===== src/hw/rtl/clock_shift_state_lookup_assert.svh =====
// ----------------------------------------------------------------------------
// Assertion macros for the clock-shift state lookup block
// Shorthand for the concurrent checks used inside the RTL modules.
// ----------------------------------------------------------------------------
`ifndef CLOCK_SHIFT_STATE_LOOKUP_ASSERT_SVH
`define CLOCK_SHIFT_STATE_LOOKUP_ASSERT_SVH

// The consequent must hold in the same cycle as the antecedent.
`define CSL_ASSERT_SAME(label, clk, rst, ante, cons) \
   label: assert property (@(posedge clk) disable iff (rst) (ante) |-> (cons)) \
      else $error("check failed: same-cycle implication");

// The consequent must hold in the cycle after the antecedent.
`define CSL_ASSERT_NEXT(label, clk, rst, ante, cons) \
   label: assert property (@(posedge clk) disable iff (rst) (ante) |=> (cons)) \
      else $error("check failed: next-cycle implication");

`endif


===== src/hw/rtl/csl_pkg.sv =====
// ----------------------------------------------------------------------------
// Clock-shift state lookup package
// Field widths, operation codes, controller states, command and status
// bundles, and the digit arithmetic shared by the modules.
// ----------------------------------------------------------------------------
package csl_pkg;

   // Field widths of the channels.
   localparam int FUNC_W   = 3;
   localparam int SITE_W   = 5;
   localparam int INDEX_W  = 10;
   localparam int WORD_W   = 64;
   localparam int RESULT_W = 11;
   localparam int COEF_W   = 2;

   // Number of site codes that a site field can carry.
   localparam int SITE_CODES = 32;

   // Widest table address that the depth range can need.
   localparam int ADDR_W_MAX = 16;

   // Defaults for the top-level parameters.
   localparam int DEFAULT_TABLE_DEPTH = 1024;
   localparam int DEFAULT_MAX_SITES   = 32;

   // Digit encodings.
   localparam logic [COEF_W-1:0] DIGIT_ZERO = 2'd0;
   localparam logic [COEF_W-1:0] DIGIT_ONE  = 2'd1;
   localparam logic [COEF_W-1:0] DIGIT_TWO  = 2'd2;

   // Item kinds.
   typedef enum logic [FUNC_W-1:0] {
      FUNC_LOAD         = 3'd0,
      FUNC_LOWER_RAISE  = 3'd1,
      FUNC_RAISE_RAISE  = 3'd2,
      FUNC_LOWER_LOWER  = 3'd3,
      FUNC_RAISE_Z      = 3'd4,
      FUNC_LOWER_Z      = 3'd5,
      FUNC_RAISE        = 3'd6,
      FUNC_LOWER        = 3'd7
   } func_type;

   // Controller states.
   typedef enum logic [2:0] {
      ST_IDLE,
      ST_REDUCE,
      ST_FETCH,
      ST_SCAN,
      ST_FINISH
   } state_type;

   // Commands from the controller to the datapath.
   typedef struct packed {
      logic capture;
      logic reduce_step;
      logic mem_write;
      logic mem_read_idx;
      logic take_word;
      logic scan_start;
      logic scan_issue;
      logic set_found;
      logic set_not_found;
      logic out_load;
   } cmd_type;

   // Status from the datapath to the controller.
   typedef struct packed {
      logic idx_over;
      logic is_load;
      logic z_zero;
      logic scan_done;
      logic hit;
   } status_type;

   // Map from a site code to its site on the chain.
   typedef logic [SITE_CODES-1:0][SITE_W-1:0] site_map_type;

   // Builds the site-code map for a chain of n sites without dividing.
   function automatic site_map_type site_map_table(int n);
      site_map_type        t;
      logic [SITE_W-1:0]   r;
      r = '0;
      for (int s = 0; s < SITE_CODES; s++) begin
         t[s] = r;
         if (int'(r) + 1 >= n) begin
            r = '0;
         end else begin
            r = r + 5'd1;
         end
      end
      return t;
   endfunction

   // Digit at one site of a state word.
   function automatic logic [COEF_W-1:0] digit_at(logic [WORD_W-1:0] w,
                                                  logic [SITE_W-1:0] s);
      return w[{s, 1'b0} +: COEF_W];
   endfunction

   // Raise (up set) or lower one digit mod 3; the unused code 3 becomes 0.
   function automatic logic [WORD_W-1:0] apply_op(logic [WORD_W-1:0] w,
                                                  logic [SITE_W-1:0] s,
                                                  logic              up);
      logic [COEF_W-1:0] d;
      logic [COEF_W-1:0] nd;
      logic [WORD_W-1:0] r;
      r  = w;
      d  = w[{s, 1'b0} +: COEF_W];
      nd = DIGIT_ZERO;
      if (up) begin
         if (d == DIGIT_ZERO) begin
            nd = DIGIT_ONE;
         end else if (d == DIGIT_ONE) begin
            nd = DIGIT_TWO;
         end
      end else begin
         if (d == DIGIT_ZERO) begin
            nd = DIGIT_TWO;
         end else if (d == DIGIT_TWO) begin
            nd = DIGIT_ONE;
         end
      end
      r[{s, 1'b0} +: COEF_W] = nd;
      return r;
   endfunction

endpackage


===== src/hw/rtl/csl_controller.sv =====
// ----------------------------------------------------------------------------
// Clock-shift state lookup controller
// Sequences capture, index reduction, fetch, linear search and result hand-off
// for one item at a time, and owns the channel handshakes.
// ----------------------------------------------------------------------------
`include "clock_shift_state_lookup_assert.svh"

module csl_controller import csl_pkg::*; (
   input  logic       clock,
   input  logic       reset,
   input  logic       req_valid,
   output logic       req_ready,
   output logic       rsp_valid,
   input  logic       rsp_ready,
   input  status_type status,
   output cmd_type    cmd
);

   state_type state_ff;
   state_type state_in;
   logic      rsp_valid_ff;
   logic      rsp_valid_in;

   // State and output-valid registers.
   always_ff @(posedge clock) begin
      if (reset) begin
         state_ff     <= ST_IDLE;
         rsp_valid_ff <= 1'b0;
      end else begin
         state_ff     <= state_in;
         rsp_valid_ff <= rsp_valid_in;
      end
   end

   // Next state and datapath commands; no item is taken while in reset.
   always_comb begin
      state_in  = state_ff;
      cmd       = '0;
      req_ready = 1'b0;
      case (state_ff)
         ST_IDLE: begin
            req_ready = !reset;
            if (req_valid && !reset) begin
               cmd.capture = 1'b1;
               state_in    = ST_REDUCE;
            end
         end
         ST_REDUCE: begin
            if (status.idx_over) begin
               cmd.reduce_step = 1'b1;
            end else if (status.is_load) begin
               cmd.mem_write = 1'b1;
               state_in      = ST_IDLE;
            end else begin
               cmd.mem_read_idx = 1'b1;
               state_in         = ST_FETCH;
            end
         end
         ST_FETCH: begin
            cmd.take_word = 1'b1;
            if (status.z_zero) begin
               cmd.set_not_found = 1'b1;
               state_in          = ST_FINISH;
            end else begin
               cmd.scan_start = 1'b1;
               state_in       = ST_SCAN;
            end
         end
         ST_SCAN: begin
            // The compare covers the entry read in the previous cycle.
            if (status.hit) begin
               cmd.set_found = 1'b1;
               state_in      = ST_FINISH;
            end else if (status.scan_done) begin
               cmd.set_not_found = 1'b1;
               state_in          = ST_FINISH;
            end else begin
               cmd.scan_issue = 1'b1;
            end
         end
         ST_FINISH: begin
            if (!rsp_valid_ff || rsp_ready) begin
               cmd.out_load = 1'b1;
               state_in     = ST_IDLE;
            end
         end
         default: begin
            state_in = ST_IDLE;
         end
      endcase
   end

   // The output register holds a result until it is taken.
   always_comb begin
      if (cmd.out_load) begin
         rsp_valid_in = 1'b1;
      end else if (rsp_ready) begin
         rsp_valid_in = 1'b0;
      end else begin
         rsp_valid_in = rsp_valid_ff;
      end
   end

   assign rsp_valid = rsp_valid_ff;

   // A result is never loaded over one that still waits.
   `CSL_ASSERT_SAME(a_out_free, clock, reset, cmd.out_load, !rsp_valid_ff || rsp_ready)
   // A loaded result is offered in the next cycle.
   `CSL_ASSERT_NEXT(a_result_shown, clock, reset, cmd.out_load, rsp_valid_ff)
   // An accepted item always moves the controller out of idle.
   `CSL_ASSERT_NEXT(a_accept_busy, clock, reset, req_valid && req_ready, state_ff != ST_IDLE)

endmodule


===== config.mk =====
export PLATFORM = sky130hd
export DESIGN_NAME = csl_controller
export DESIGN_NICKNAME = d
export VERILOG_FILES = /design/src/hw/rtl/csl_pkg.sv /design/src/hw/rtl/csl_controller.sv
export VERILOG_INCLUDE_DIRS = /design/src /design/src/hw/rtl
export SDC_FILE = /design/constraint.sdc
export NUM_CORES = 1
export LEC_CHECK = 0
export ABC_AREA = 1
export CELL_PAD_IN_SITES_DETAIL_PLACEMENT = 0
export CELL_PAD_IN_SITES_GLOBAL_PLACEMENT = 2
export CORE_MARGIN = 2
export CORE_UTILIZATION = 26
export CTS_BUF_LIST = sky130_fd_sc_hd__clkbuf_16
export DETAILED_ROUTE_END_ITERATION = 10
export DONT_BUFFER_PORTS = 1
export PLACE_DENSITY = 0.73
export SLEW_MARGIN = 5
export SYNTH_ARGS = -nofsm -noshare
export SYNTH_HDL_FRONTEND = slang
export SYNTH_SLANG_ARGS = --single-unit

===== constraint.sdc =====
create_clock -name clock -period 2.5 [get_ports clock]
set_input_delay 0 -clock clock [delete_from_list [all_inputs] [get_ports clock]]
set_output_delay 0 -clock clock [all_outputs]
set_load 0.05 [all_outputs]

==> results.toml, run 1 <==
[outcome]
outcome = "finished clean"

[logic_synthesis]
synth-edff-count = 0
syn_inst = 66
async_flop_share = 0
synth.area.top_cells = "dfxtp_1 (23%), nor2_1 (17%), nand2_1 (14%), inv_1 (13%), a21oi_1 (7.1%)"
ys_ff_latch = 4
synth_ff_type = "dfxtp_1"
yosysWarnings = 0
yosys-top-cells-count = "nor2_1 (16), nand2_1 (13), inv_1 (12)"
synth_cell_types = 14
synth_seq_area_share = 0.226
yosysMostFrequentCell = "nor2_1"
yosys.area.top_type_share = 0.226
synth_area_um2 = 354
yosys.area.top_type = "dfxtp_1"
synth.avg_cell_area_um2 = 5.36
syn_nets = 75

[detailed_routing]
wl_per_cell_um = 10.2
via_count = 419
drt_iter0_markers = 6
drc = 0
via_per_inst = 4.66
first_pass_iters = 4
routed_wl_um = 917
ant_nets = 0

[pwr]
p_leak_nw = 0.263
power_density_nw_per_um2 = 1450
ir_drop_mv = 0.628

[clocking]
cts_tree = "built"
post_cts_buffers = 0
clk_latency_ps = 220
cts_root_buf = "clkbuf_16"
numCtsBuffers = 3
cts_sinks = 4
htreeDepth = 1
cts_buffer_depth = 2
clk_pin_slew_worst_paths_ps = 30
ctsResizeCount = 0

[placement]
gp_congestion = 0.738
place_ws_ps = 1110
place_hpwl_um = 756
port_buffers = 0
dp.cells = 85

[sta]
relSlewSlack = 0.406
rsz0062_at_grt = "false"
hold_violations = 0
fin_crit_sh = 0.647
period_needed_ps = 1620
worstMarginPinSlew_ps = 887
slew_violations = 0
skew_ps = 1.12
setup_viol = 0
fmax_mhz = 618
finalSetupTns_ps = 0
layout_setup_ws_ps = 883

[finish]
finalNetCount = 86
diodes = 0
drive_above_1_share = 0.173
layoutNonFillerInstCount = 90
area_growth_pct = 40.6

[global_route]
antenna_found_initial = 0
grt_use_total = 0.128
grt_pass1_wl_mm = 1.35
overflow = 0
first_global_vias = 340
grt_max_degree = 9

[setup_path]
cpPeakStageDelay_ps = 690
required_ps = 2500
slowest_stage = "nor2_1"
start_kind = "flip-flop"
crit_arrival_ps = 1620
worstPathMaxFanout = 7
critPathKind = "reg -> out"
critPathCaptureType = "output port"
crit_chain = "nor2_2 -> nand2_1 -> nor2_1"

[min_path]
hold_class = "in -> reg"

[floorplan]
io_pins = 21
core-area_um2 = 1280
die_h_um = 40.9
row_count = 13
dieArea_um2 = 1670
start_util = 0.276
fp.dieW_um = 40.9

[job]
drv_cap = 0
[cells in the final DEF, fill, tap and decap left out, drive strengths merged]
master       synthesis  routed
nand4                2       2
nor2                18      18
nand2               13      13
dfxtp                4       4
buf                  1       5
nor3                 1       1
dlygate4sd3          0       2
a32o                 1       1
a21oi                5       5
inv                 14      14
clkbuf               0       3
o21ai                1       1
nand3                6       6
[metrics by stage]
step           power (mW)  hold slack [ps]  utilization  instance area (µm²)
3_3_place_gp        0.478             70.7        0.314                  403
4_1_cts             0.728             46.7        0.388                  498
6_report            0.721             55.8        0.388                  498
5_1_grt             0.776             90.4        0.388                  498
2_1_floorplan       0.418             69.1            -                  354
3_5_place_dp        0.476             73.3        0.314                  403
[registers in the layout, indices dropped and copies added, names as in the netlist]
register and flops:
rsp_valid 1, state_ff 3
[cell families after synthesis]
kind of cell,after synthesis,synth area share
AND/OR/NAND/NOR,40,0.491
buffers and inverters,15,0.170
AO/OA/AOI/OAI,7,0.113
flip-flops,4,0.226
[critical path: cells and delay by family (launching register included)]
| kind | cells | cell delay, ps |
|---|---|---|
| AND/OR/NAND/NOR | 3 | 1030 |
| flip-flops | 1 | 360 |
[what timing repair did]
item | CTS | global route
setup endpoints to repair | 0 | 0
hold buffers | 2 | 0
hold endpoints to repair | 4 | 0
[path summary, 6_finish.rpt]
kind | from | endpoint | slack [ps] | cells past startpoint
worst max register to register | rsp_valid | state_ff[1] | 1120 | 7
worst min-delay path | rsp_ready | state_ff[2] | 60 | 3
worst max-delay path | state_ff[0] | cmd[9] | 880 | 3
worst min register to register | state_ff[2] | rsp_valid | 570 | 2
[power by group]
part	internal (mW)	switching [mW]
Combinational	0.0920	0.265
Sequential	0.0828	0.0346
Clock	0.204	0.0424
Total	0.379	0.342
[layout make-up]
cell class,count,area (µm²)
clock buffer,3,75.1
fill,159,787
timing repair buffer,7,57.6
tap,15,18.8
sequential,4,80.1
multi-input combinational,47,214
inverter,14,52.6
[routing by layer]
| metal | routed length (µm) | track usage |
|---|---|---|
| met1 | 425 | 0.160 |
| met3 | 69 | 0.0761 |
| met2 | 412 | 0.176 |
| met4 | 8 | 0.0500 |
| met5 | 0 | 0 |
(Power assumes the default switching activity.)
==> inputs of run 2 (changes only) <==
--- a/config.mk
+++ b/config.mk
@@ -10,11 +10,11 @@
 export CELL_PAD_IN_SITES_DETAIL_PLACEMENT = 0
 export CELL_PAD_IN_SITES_GLOBAL_PLACEMENT = 2
 export CORE_MARGIN = 2
-export CORE_UTILIZATION = 26
+export CORE_UTILIZATION = 24
 export CTS_BUF_LIST = sky130_fd_sc_hd__clkbuf_16
 export DETAILED_ROUTE_END_ITERATION = 10
 export DONT_BUFFER_PORTS = 1
-export PLACE_DENSITY = 0.73
+export PLACE_DENSITY = 0.69
 export SLEW_MARGIN = 5
 export SYNTH_ARGS = -nofsm -noshare
 export SYNTH_HDL_FRONTEND = slang
==> constraint.sdc (replaced) <==
create_clock -name clock -period 1.7 [get_ports clock]
set_input_delay 0 -clock clock [delete_from_list [all_inputs] [get_ports clock]]
set_output_delay 0 -clock clock [all_outputs]
set_load 0.05 [all_outputs]
==> results.toml, run 2 (synthesized netlist as in run 1, its figures left out) <==
[outcome]
outcome = "finished clean"

[floorplan]
dieArea_um2 = 1800
io_pins = 21
start_util = 0.265
row_count = 13
core-area_um2 = 1330
die_h_um = 42.4
fp.dieW_um = 42.4

[placement]
place_ws_ps = 541
placed_area_um2 = 458
port_buffers = 0
gp_congestion = 0.760
place_hpwl_um = 767

[setup_path]
start_kind = "flip-flop"
crit_end = "cmd[1]"
worstSetupPathDepth = 4
ff2ff_setup_slack_ps = 540
critical_path.top_delay_family = "flip-flops"
crit-reg2reg-capture = "state_ff[1]"
required_ps = 1700
path_buf_inv = 1
critPathCaptureType = "output port"
crit_arrival_ps = 1250
crit_chain = "nand2_1 -> nor2_1 -> a32o_1 -> buf_4"
worstPathMaxFanout = 7
r2r-start = "state_ff[0]"
cpPeakStageDelay_ps = 450
slowest_stage = "dfxtp_1"
critPathKind = "reg -> out"
startpoint = "state_ff[0]"
rr_worst_depth = 7

[detailed_routing]
via_per_inst = 4.73
wl_per_cell_um = 9.86
drt_iter0_markers = 10
first_pass_iters = 4
ant_nets = 0
drc = 0
routed_wl_um = 956
via_count = 459

[sta]
slew_violations = 0
finalSetupTns_ps = 0
hold_violations = 0
worstMarginPinSlew_ps = 258
relSlewSlack = 0.827
fmax_mhz = 798
fin_crit_sh = 0.737
layout_setup_ws_ps = 447
skew_ps = 2.06
rsz0062_at_grt = "false"
setup_viol = 0
period_needed_ps = 1250

[global_route]
first_global_vias = 417
grt_max_degree = 9
antenna_found_initial = 0
grt_pass1_wl_mm = 1.64
grt_use_total = 0.122
overflow = 0

[finish]
final_common_cell = "nor2_1"
stdcell_area_um2 = 553
final_cell_mix = "nor2_1 (15), nand2_1 (13), inv_1 (12), buf_4 (12)"
largest_register_ffs = 3
finalNetCount = 93
diodes = 0
top_register = "state_ff"
area_growth_pct = 56.2
drive_above_1_share = 0.256

[clocking]
post_cts_buffers = 0
cts_sinks = 4
numCtsBuffers = 3
clk_latency_ps = 230
cts_tree = "built"
clk_pin_slew_worst_paths_ps = 30
cts_buffer_depth = 2
htreeDepth = 1
cts_root_buf = "clkbuf_16"
cts_hold_buf = 2
ctsResizeCount = 0

[job]
drv_cap = 0

[pwr]
p_leak_nw = 0.300
ir_drop_mv = 0.724
power_density_nw_per_um2 = 2030

[min_path]
hold_class = "in -> reg"
==> run 2: where the power goes <==
part | internal [mW] | switching [mW]
registers | 0.122 | 0.0471
logic | 0.179 | 0.408
clock network | 0.300 | 0.0665
total | 0.601 | 0.521
==> run 2: final cells by class <==
type	instances	area [µm²]
inverters	14	52.6
well taps	15	18.8
multi-input cells	47	216
fillers	153	781
repair buffers	14	110
flip-flops and latches	4	80.1
clock buffers	3	75.1
==> run 2: routing by layer <==
| layer | track usage | share of wire |
|---|---|---|
| met1 | 0.149 | 0.49 |
| met2 | 0.185 | 0.41 |
| met3 | 0.0388 | 0.069 |
| met4 | 0.0750 | 0.024 |
| met5 | 0 | 0 |
==> run 2: metrics by stage <==
stage | util | hold WS (ps) | total power [mW] | std cells
5_1_grt | 0.415 | 68.6 | 1.21 | 97
2_1_floorplan | - | 69.1 | 0.621 | 66
4_1_cts | 0.415 | 39.6 | 1.14 | 97
6_report | 0.415 | 44.1 | 1.12 | 97
3_5_place_dp | 0.343 | 77.3 | 0.759 | 92
3_3_place_gp | 0.343 | 79.3 | 0.764 | 92
==> run 2: tightest hold or removal path, stage by stage <==
cell	delay [ps]
nor2_1	40
nand3_1	100
a21oi_1	70
==> run 2: how the worst min path moves through the flow <==
stage               startpoint     endpoint  slack (ps)  cells past startpoint
finish               rsp_ready  state_ff[2]          40                      3
global route         rsp_ready  state_ff[2]          70                      3
floorplan                reset    rsp_valid          70                      1
CTS                  rsp_ready  state_ff[2]          40                      3
global placement         reset  state_ff[2]          80                      1
detailed placement       reset  state_ff[2]          80                      1
==> inputs of run 3 (changes only) <==
--- a/config.mk
+++ b/config.mk
@@ -6,15 +6,15 @@
 export SDC_FILE = /design/constraint.sdc
 export NUM_CORES = 1
 export LEC_CHECK = 0
-export ABC_AREA = 1
+export ABC_AREA = 0
 export CELL_PAD_IN_SITES_DETAIL_PLACEMENT = 0
 export CELL_PAD_IN_SITES_GLOBAL_PLACEMENT = 2
-export CORE_MARGIN = 2
-export CORE_UTILIZATION = 24
+export CORE_AREA = 2 2 39 41
 export CTS_BUF_LIST = sky130_fd_sc_hd__clkbuf_16
 export DETAILED_ROUTE_END_ITERATION = 10
+export DIE_AREA = 0 0 41 43
 export DONT_BUFFER_PORTS = 1
-export PLACE_DENSITY = 0.69
+export PLACE_DENSITY = 0.61
 export SLEW_MARGIN = 5
 export SYNTH_ARGS = -nofsm -noshare
 export SYNTH_HDL_FRONTEND = slang
==> constraint.sdc (replaced) <==
create_clock -name clock -period 1.3 [get_ports clock]
set_input_delay 0 -clock clock [delete_from_list [all_inputs] [get_ports clock]]
set_output_delay 0 -clock clock [all_outputs]
set_load 0.05 [all_outputs]
==> results.toml, run 3 <==
[clocking]
cts_sinks = 4
htreeDepth = 1
cts_tree = "built"
clk_latency_ps = 220
cts_root_buf = "clkbuf_16"
numCtsBuffers = 3
clk_pin_slew_worst_paths_ps = 30
cts_buffer_depth = 2

[floorplan]
fp.dieW_um = 41
io_pins = 21
die_h_um = 43
core-area_um2 = 1380
row_count = 14
start_util = 0.231
dieArea_um2 = 1760

[pwr]
p_clk_frac = 0.641
p_switching_uw = 166
power_density_nw_per_um2 = 1250
switching_share = 0.225
ir_drop_mv = 0.726
combPwrFrac = 0.172
internal_power_uw = 571
p_leak_nw = 0.237
seqPwrFrac = 0.187
power.total_uw = 738

[logic_synthesis]
synth_xor_area_frac = 0
yosysMostFrequentCell = "nor2_1"
synth.avg_cell_area_um2 = 8.18
synthMuxAreaShare = 0.0706
synth_compound_area_frac = 0.122
synth_top_family_by_area = "simple AND/OR/NAND/NOR gates"
synth-simple-area-share = 0.459
synth_area_um2 = 319
yosys.area.top_type = "dfxtp_1"
syn_inst = 39
synth-edff-count = 0
synth_seq_area_share = 0.251
yosys.area.top_type_share = 0.251
synth_ff_type = "dfxtp_1"
syn_nets = 48
yosysWarnings = 0
yosys-top-cells-count = "nor2_1 (7), dfxtp_1 (4), a21oi_1 (3), nand2b_1 (3)"
synth_cell_types = 22
synth.area.top_cells = "dfxtp_1 (25%), nor2_1 (8.2%), nor4_2 (7.8%), mux4_2 (7.1%), nand2b_1 (5.9%)"
synthAdderAreaFrac = 0
ys_ff_latch = 4
async_flop_share = 0

[sta]
holdWs_ps = 10.9
layout_setup_ws_ps = 49.5
fin_crit_sh = 0.962
worstMarginPinSlew_ps = 240
slew_violations = 0
hold_violations = 0
rsz0062_at_grt = "false"
setup_viol = 0
period_needed_ps = 1250
fmax_mhz = 800
skew_ps = 1.59
relSlewSlack = 0.840
finalSetupTns_ps = 0

[finish]
final_cell_mix = "buf_4 (12), nor2_1 (7), clkbuf_16 (3)"
diodes = 0
drive_above_1_share = 0.537
layoutNonFillerInstCount = 70
stdcell_area_um2 = 589
largest_register_ffs = 3
final_common_cell = "buf_4"
area_growth_pct = 84.7
finalNetCount = 65
utilization = 0.426
nFillCells = 139
top_register = "state_ff"

[detailed_routing]
ant_nets = 0
wl_per_cell_um = 13.3
routed_wl_um = 932
via_per_inst = 4.99
via_count = 349
first_pass_iters = 2
drc = 0
drt_iter0_markers = 2

[outcome]
outcome = "finished clean"

[setup_path]
required_ps = 1300
rr_worst_depth = 4
crit_arrival_ps = 1250
ff2ff_setup_slack_ps = 160
critPathCaptureType = "output port"
r2r-start = "state_ff[1]"
crit-reg2reg-capture = "state_ff[2]"
start_kind = "flip-flop"
worstPathMaxFanout = 8
critPathKind = "reg -> out"

[global_route]
grt_max_degree = 11
overflow = 0
grtUsageMet3 = 0.0628
grt_busiest_layer = "met2"
grtUsageMet2 = 0.197
grt_pass1_wl_mm = 1.39
grt_use_total = 0.121
met1_usage = 0.126
antenna_found_initial = 0
first_global_vias = 329

[placement]
port_buffers = 0
placed_area_um2 = 488
place_hpwl_um = 754
gp_congestion = 0.719
dp.cells = 66
place_ws_ps = 142

[min_path]
min_to = "state_ff[2]"
hold_class = "in -> reg"
hp-start = "rsp_ready"
hold_path_depth = 3

[job]
drv_cap = 0
==> run 3: cell count changes in the layout (fill, tap and decap cells not counted), moves of 3 or more <==
cell,delta
nand3_1,-4
nor2_1,-8
inv_1,-10
a21oi_1,-3
nor2_2,-3
nand2_1,-12
==> run 3: kinds of logic after synthesis <==
kind of cell / after synthesis
AO/OA/AOI/OAI: 6
buffers and inverters: 5
flip-flops: 4
AND/OR/NAND/NOR: 23
multiplexers: 1
==> run 3: worst max-delay path by stage <==
stage	from	end	slack [ps]	cells past startpoint
after floorplan	state_ff[2]	cmd[3]	-140	2
after global routing	state_ff[1]	cmd[4]	2	4
after global placement	state_ff[0]	state_ff[0]	180	2
after detailed placement	state_ff[0]	state_ff[0]	140	2
final	state_ff[2]	cmd[6]	50	3
after CTS	state_ff[2]	cmd[7]	50	3
==> run 3: layer usage <==
| metal | up-vias | wire length (µm) |
|---|---|---|
| met4 | 0 | 0 |
| met2 | 17 | 483 |
| met3 | 0 | 120 |
| met5 | - | 0 |
| li1 | 169 | - |
| met1 | 163 | 327 |
==> run 3: power by group through the flow <==
stage | clock (mW) | sequential [mW] | combinational, mW
2_1_floorplan | 0 | 0.135 | 0.0989
3_5_place_dp | 0 | 0.140 | 0.120
3_3_place_gp | 0 | 0.139 | 0.119
6_report | 0.473 | 0.138 | 0.127
4_1_cts | 0.478 | 0.138 | 0.125
5_1_grt | 0.491 | 0.139 | 0.134
==> run 3: area by class of cell <==
cell class	instances	area, µm²	share of cell area
multi-input combinational	30	270	0.459
timing repair buffer	15	131	0.223
tap	16	20.0	0.0340
sequential	4	85.1	0.144
inverter	2	7.51	0.0127
clock buffer	3	75.1	0.127
==> run 3: critical path: stages (launching register included) <==
cell	delay, ps
dfxtp_2	360
nand2b_4	190
nor4_4	230
buf_4	240
==> run 3: what timing repair did <==
action,in CTS,in global routing
gates resized for setup,1,3
hold buffers,1,0
endpoints found under the hold margin,4,0
buffers inserted,0,0
endpoints found under the setup margin,3,2
